File: src/sett_pkg.sv
// ----------------------------------------------------------------------------
// sett_pkg
// shared types, codes, constants and helper functions of the trace table
// ----------------------------------------------------------------------------
package sett_pkg;

	// command codes
	localparam logic [2:0] CMD_SET_TRACE   = 3'd0;
	localparam logic [2:0] CMD_ADD_TRACE   = 3'd1;
	localparam logic [2:0] CMD_CLEAR_TRACE = 3'd2;
	localparam logic [2:0] CMD_DECAY       = 3'd3;
	localparam logic [2:0] CMD_UPDATE      = 3'd4;
	localparam logic [2:0] CMD_READ_WEIGHT = 3'd5;
	localparam logic [2:0] CMD_WRITE_WEIGHT = 3'd6;

	// configuration register indexes
	localparam logic CFG_LEARNING_RATE = 1'b0;
	localparam logic CFG_TILING_COUNT  = 1'b1;

	localparam logic [15:0] LRATE_RESET     = 16'd6554;
	localparam logic [10:0] TCNT_RESET      = 11'd32;
	localparam logic [15:0] MIN_TRACE_RESET = 16'd41;
	localparam logic [15:0] TRACE_MAX       = 16'hFFFF;

	// weight step divider: |delta*alpha*trace| >> 28 over the tiling count
	localparam int DIVIDEND_W = 35;
	localparam int DIVISOR_W  = 11;
	localparam int WSUM_W     = DIVIDEND_W + 2;

	// per-feature word held in the feature memory (list position sits above it)
	typedef struct packed {
		logic signed [31:0] weight;
		logic [15:0]        trace;
		logic               act;
	} feat_t;

	function automatic logic [15:0] clamp16(input logic signed [33:0] v);
		logic [15:0] r;
		if (v < 0)
			r = 16'd0;
		else if (v > 34'sd65535)
			r = TRACE_MAX;
		else
			r = v[15:0];
		return r;
	endfunction

	// max(m+1, (11m+5)/10), saturated; divide by ten through a reciprocal
	function automatic logic [15:0] raise_min(input logic [15:0] m);
		logic [19:0] x;
		logic [39:0] pr;
		logic [19:0] q;
		logic [19:0] lo;
		x  = 20'(m) * 20'd11 + 20'd5;
		pr = 40'(x) * 40'd838861;
		q  = 20'(pr >> 23);
		lo = 20'(m) + 20'd1;
		if (q < lo)
			q = lo;
		if (q > 20'd65535)
			q = 20'd65535;
		return q[15:0];
	endfunction

endpackage

File: src/sett_div.sv
// ----------------------------------------------------------------------------
// sett_div
// restoring unsigned divider, one quotient bit per cycle
// ----------------------------------------------------------------------------
module sett_div (
	input  logic                            clk,
	input  logic                            arst_n,
	input  logic                            start,
	input  logic [sett_pkg::DIVIDEND_W-1:0] dividend,
	input  logic [sett_pkg::DIVISOR_W-1:0]  divisor,
	output logic                            done,
	output logic [sett_pkg::DIVIDEND_W-1:0] quotient
);
	import sett_pkg::*;

	localparam int CW = $clog2(DIVIDEND_W);

	logic              busy_q;
	logic              done_q;
	logic [CW-1:0]     cnt_q;
	logic [DIVISOR_W-1:0]  rem_q;
	logic [DIVISOR_W-1:0]  den_q;
	logic [DIVIDEND_W-1:0] quo_q;
	logic [DIVISOR_W:0]    trial;
	logic                  take;

	assign trial = {rem_q, quo_q[DIVIDEND_W-1]};
	assign take  = trial >= {1'b0, den_q};

	always_ff @(posedge clk or negedge arst_n) begin
		if (!arst_n) begin
			busy_q <= 1'b0;
			done_q <= 1'b0;
			cnt_q  <= '0;
		end else begin
			done_q <= 1'b0;
			if (start) begin
				busy_q <= 1'b1;
				cnt_q  <= '0;
			end else if (busy_q) begin
				cnt_q <= cnt_q + 1'b1;
				if (cnt_q == CW'(DIVIDEND_W - 1)) begin
					busy_q <= 1'b0;
					done_q <= 1'b1;
				end
			end
		end
	end

	always_ff @(posedge clk) begin
		if (start) begin
			rem_q <= '0;
			den_q <= divisor;
			quo_q <= dividend;
		end else if (busy_q) begin
			rem_q <= take ? DIVISOR_W'(trial - {1'b0, den_q}) : trial[DIVISOR_W-1:0];
			quo_q <= {quo_q[DIVIDEND_W-2:0], take};
		end
	end

	assign done     = done_q;
	assign quotient = quo_q;

endmodule

File: config.mk
export PLATFORM = sky130hd
export DESIGN_NAME = sett_div
export DESIGN_NICKNAME = d
export VERILOG_FILES = /design/src/sett_pkg.sv /design/src/sett_div.sv
export SDC_FILE = /design/constraint.sdc
export NUM_CORES = 1
export LEC_CHECK = 0
export BUFFER_PORTS_ARGS = -buffer_cell sky130_fd_sc_hd__buf_2
export CAP_MARGIN = 20
export CORE_ASPECT_RATIO = 0.7
export CORE_MARGIN = 5
export CORE_UTILIZATION = 53
export DETAILED_ROUTE_END_ITERATION = 6
export MAX_ROUTING_LAYER = met4
export PLACE_DENSITY = 0.82
export SLEW_MARGIN = 20
export SYNTH_ARGS = -nofsm -noshare
export SYNTH_HDL_FRONTEND = slang
export SYNTH_SLANG_ARGS = --single-unit
File: constraint.sdc
create_clock -name clk -period 2.6 [get_ports clk]
set_input_delay 0.13 -clock clk [delete_from_list [all_inputs] [get_ports clk]]
set_output_delay 0.13 -clock clk [all_outputs]
set_load 0.005 [all_outputs]
==> results.sh <==
export IMPL_tritoncts="yes"
export IMPL_synth_avg_cell_area_um2=12.6
export IMPL_register_area_mm2=0.00180
export IMPL_p_leak_nw=1.78
export IMPL_ant_nets=0
export IMPL_yosysTopAreaCell="edfxtp_1"
export IMPL_rsz0062_at_grt="no"
export IMPL_gp_congestion=0.871
export IMPL_dr_first_iter_drc_count=139
export IMPL_setup_slack_ns=0.162
export IMPL_antenna_found_initial=0
export IMPL_synth_most_common_cell="edfxtp_1"
export IMPL_setup_violations_final=0
export IMPL_ys_warn_count=0
export IMPL_holdWs_ns=0.0683
export IMPL_insertion_delay_ns=0.36
export IMPL_io_pins=85
export IMPL_grt_pass1_vias=2402
export IMPL_initial_core_util=0.537
export IMPL_worst_pin_slew_ns=0.535
export IMPL_ys_top_cells_by_count="46 x edfxtp_1, 35 x mux2_2, 22 x nor2_1"
export IMPL_totalWireLength_um=7370
export IMPL_max_slew_margin=0.639
export IMPL_synth_top_area_share=0.422
export IMPL_crit_path_top_delay_cell="fa_1"
export IMPL_arrival_ns=2.71
export IMPL_clock_skew_ns=0.00784
export IMPL_hp_class="in2reg"
export IMPL_status="finished clean"
export IMPL_r2r_slack_ns=0.16
export IMPL_r2r_end="rem_q[9]$_SDFFE_PP0P_"
export IMPL_nNetsFinal=424
export IMPL_drc=0
export IMPL_port_buffers=84
export IMPL_crit_reg2reg_launch="quotient[34]$_DFFE_PP_"
export IMPL_hold_viol_final=0
export IMPL_diodes=0
export IMPL_maxCapViolCount=0
export IMPL_wl_per_cell_um=16.6
export IMPL_core_mm2=0.00610
export IMPL_maxSlewViolCount=0
export IMPL_numCtsBuffers=9
export IMPL_synth_edf_count=46
export IMPL_vias=2367
export IMPL_pre_cts_ws_ns=0.141
export IMPL_grt_pass1_wl_um=11700
export IMPL_die_x_um=104
export IMPL_root_buffer="clkbuf_8"
export IMPL_period_share=0.938
export IMPL_multiInputGateArea_mm2=0.00137
export IMPL_crit_path_end_kind="flop"
export IMPL_synth_top_cells_by_area="edfxtp_1 42%, mux2_2 12%, dfxtp_1 6.7%"
export IMPL_synth_async_reset_ratio=0.123
export IMPL_cts_buffer_depth=2
export IMPL_crit_start="quotient[34]$_DFFE_PP_"
export IMPL_synth_top_flop_cell="edfxtp_1"
export IMPL_grt_use_total=0.199
export IMPL_clkTransAtPathRegs_ns=0.07
export IMPL_required_ns=2.87
export IMPL_drive_gt1_frac=0.418
export IMPL_htreeDepth=3
export IMPL_post_dp_hpwl_um=5120
export IMPL_fin_area_mm2=0.00413
export IMPL_die_height_um=75.7
export IMPL_rr_worst_depth=10
export IMPL_fmaxAchievable_mhz=410
export IMPL_syn2layout_area_growth_pct=26.3
export IMPL_grt_ovfl_total=0
export IMPL_crit_end="rem_q[9]$_SDFFE_PP0P_"
export IMPL_dieArea_mm2=0.00787
export IMPL_path_cells="inv_1 > ha_1 > fa_1 > nor2b_1 > o31a_1 > o21ai_2 > o21ai_4 > buf_4 > o21ai_0 > a311oi_1"
export IMPL_startpoint_type="flop"
export IMPL_synth_seq_cells=65
export IMPL_firstDrtPassIters=5
export IMPL_synth_distinct_cells=47
export IMPL_synthCells=259
export IMPL_num_rows=24
export IMPL_yosysSeqAreaShare=0.551
export IMPL_max_stage_delay_ns=0.42
export IMPL_synthesis_area_mm2=0.00327
export IMPL_clock_sinks=65
export IMPL_path_max_fanout=10
export IMPL_postPlaceCellArea_mm2=0.00380
export IMPL_synth_nets=322
export IMPL_ir_worst_vdd_mv=0.465
export IMPL_period_needed_ns=2.44
export IMPL_crit_type="reg2reg"
export IMPL_tns_ns=0
export IMPL_fillers=464
export IMPL_grt_start_max_net_pins=55
export IMPL_vias_per_cell=5.33
export IMPL_p_per_area_mw_per_mm2=796
## sequential cells by signal, summed over array words and instances (netlist names)
register  cells
quotient     35
den_q        11
rem_q        11
cnt_q         6
busy_q        1
done          1
## critical path, delay by kind of cell (launching register included)
family | cells | cell delay [ns]
AO/OA/AOI/OAI | 5 | 0.91
adder cells (fa/ha/maj) | 2 | 0.64
buffers and inverters | 2 | 0.29
flip-flops | 1 | 0.35
AND/OR/NAND/NOR | 1 | 0.16
## logic make-up after synthesis
logic type	share of synthesized area
adders and majority gates	0.0559
AOI/OAI and AO/OA	0.0857
DFF	0.551
xor gates and xnor gates	0.0241
and+or+nand+nor	0.102
buffers and inverters	0.0352
muxes	0.147
## per-stage QoR
stage          total power, mW  std cells  utilization
2_1_floorplan             2.12        259            -
3_3_place_gp              2.37        416        0.623
3_5_place_dp              2.40        416        0.623
4_1_cts                   3.27        444        0.674
5_1_grt                   3.49        444        0.678
6_report                  3.29        444        0.678
## worst min path at each step
stage                       from                endpoint  slack [ns]  cells after the start
floorplan                 arst_n        busy_q$_DFF_PN0_       -0.17                      0
global placement          arst_n    cnt_q[3]$_DFFE_PN0P_       -0.02                      1
detailed placement        arst_n    cnt_q[3]$_DFFE_PN0P_       -0.02                      1
CTS                  dividend[2]   quotient[2]$_DFFE_PP_        0.06                      2
global route        dividend[27]  quotient[27]$_DFFE_PP_        0.05                      2
finish               dividend[5]   quotient[5]$_DFFE_PP_        0.07                      2
## where the power goes
part | switching, mW | internal [mW] | leakage [nW]
combinational | 0.544 | 0.524 | 1.02
clock | 0.411 | 0.440 | 0.0929
sequential | 0.0991 | 1.27 | 0.674
total | 1.05 | 2.23 | 1.78
## layout make-up
cell class / instances / share of cell area
Inverter: 17 / 0.0157
Clock inverter: 7 / 0.0173
Sequential cell: 65 / 0.436
Clock buffer: 9 / 0.0300
Timing Repair Buffer: 102 / 0.145
Tap cell: 78 / 0.0236
Multi-Input combinational cell: 166 / 0.333
## what timing repair did
action                                 4_1_cts  5_1_grt
setup buffers                                0        0
gates resized for setup                      0        2
hold buffers                                12        0
setup endpoints to repair                    0        4
endpoints found under the hold margin       19        0
## cells in the final DEF (no fill, tap or decap), types with 3 or more instances in the layout
cell / count
clkbuf_8: 9
or3_2: 3
dfxtp_1: 11
nand2_1: 8
xnor2_1: 6
edfxtp_1: 46
buf_4: 5
mux2_2: 35
dfrtp_1: 8
o21ai_0: 11
buf_2: 84
nand2b_1: 4
nand4_1: 3
a21oi_1: 5
dlygate4sd3_1: 12
xor2_1: 3
a211oi_1: 8
ha_1: 13
mux2i_1: 7
inv_1: 16
nand3_1: 5
nor2_1: 22
## routing by layer
layer / track usage / wire length, µm / vias up / part of all wire
met1: 0.238 / 3150 / 1126 / 0.43
li1: - / - / 1164 / -
met5: - / 0 / - / 0
met3: 0.0745 / 506 / 7 / 0.069
met4: 0.0661 / 61 / 0 / 0.0083
met2: 0.318 / 3660 / 70 / 0.50
Power figures use the tool's default switching activity.
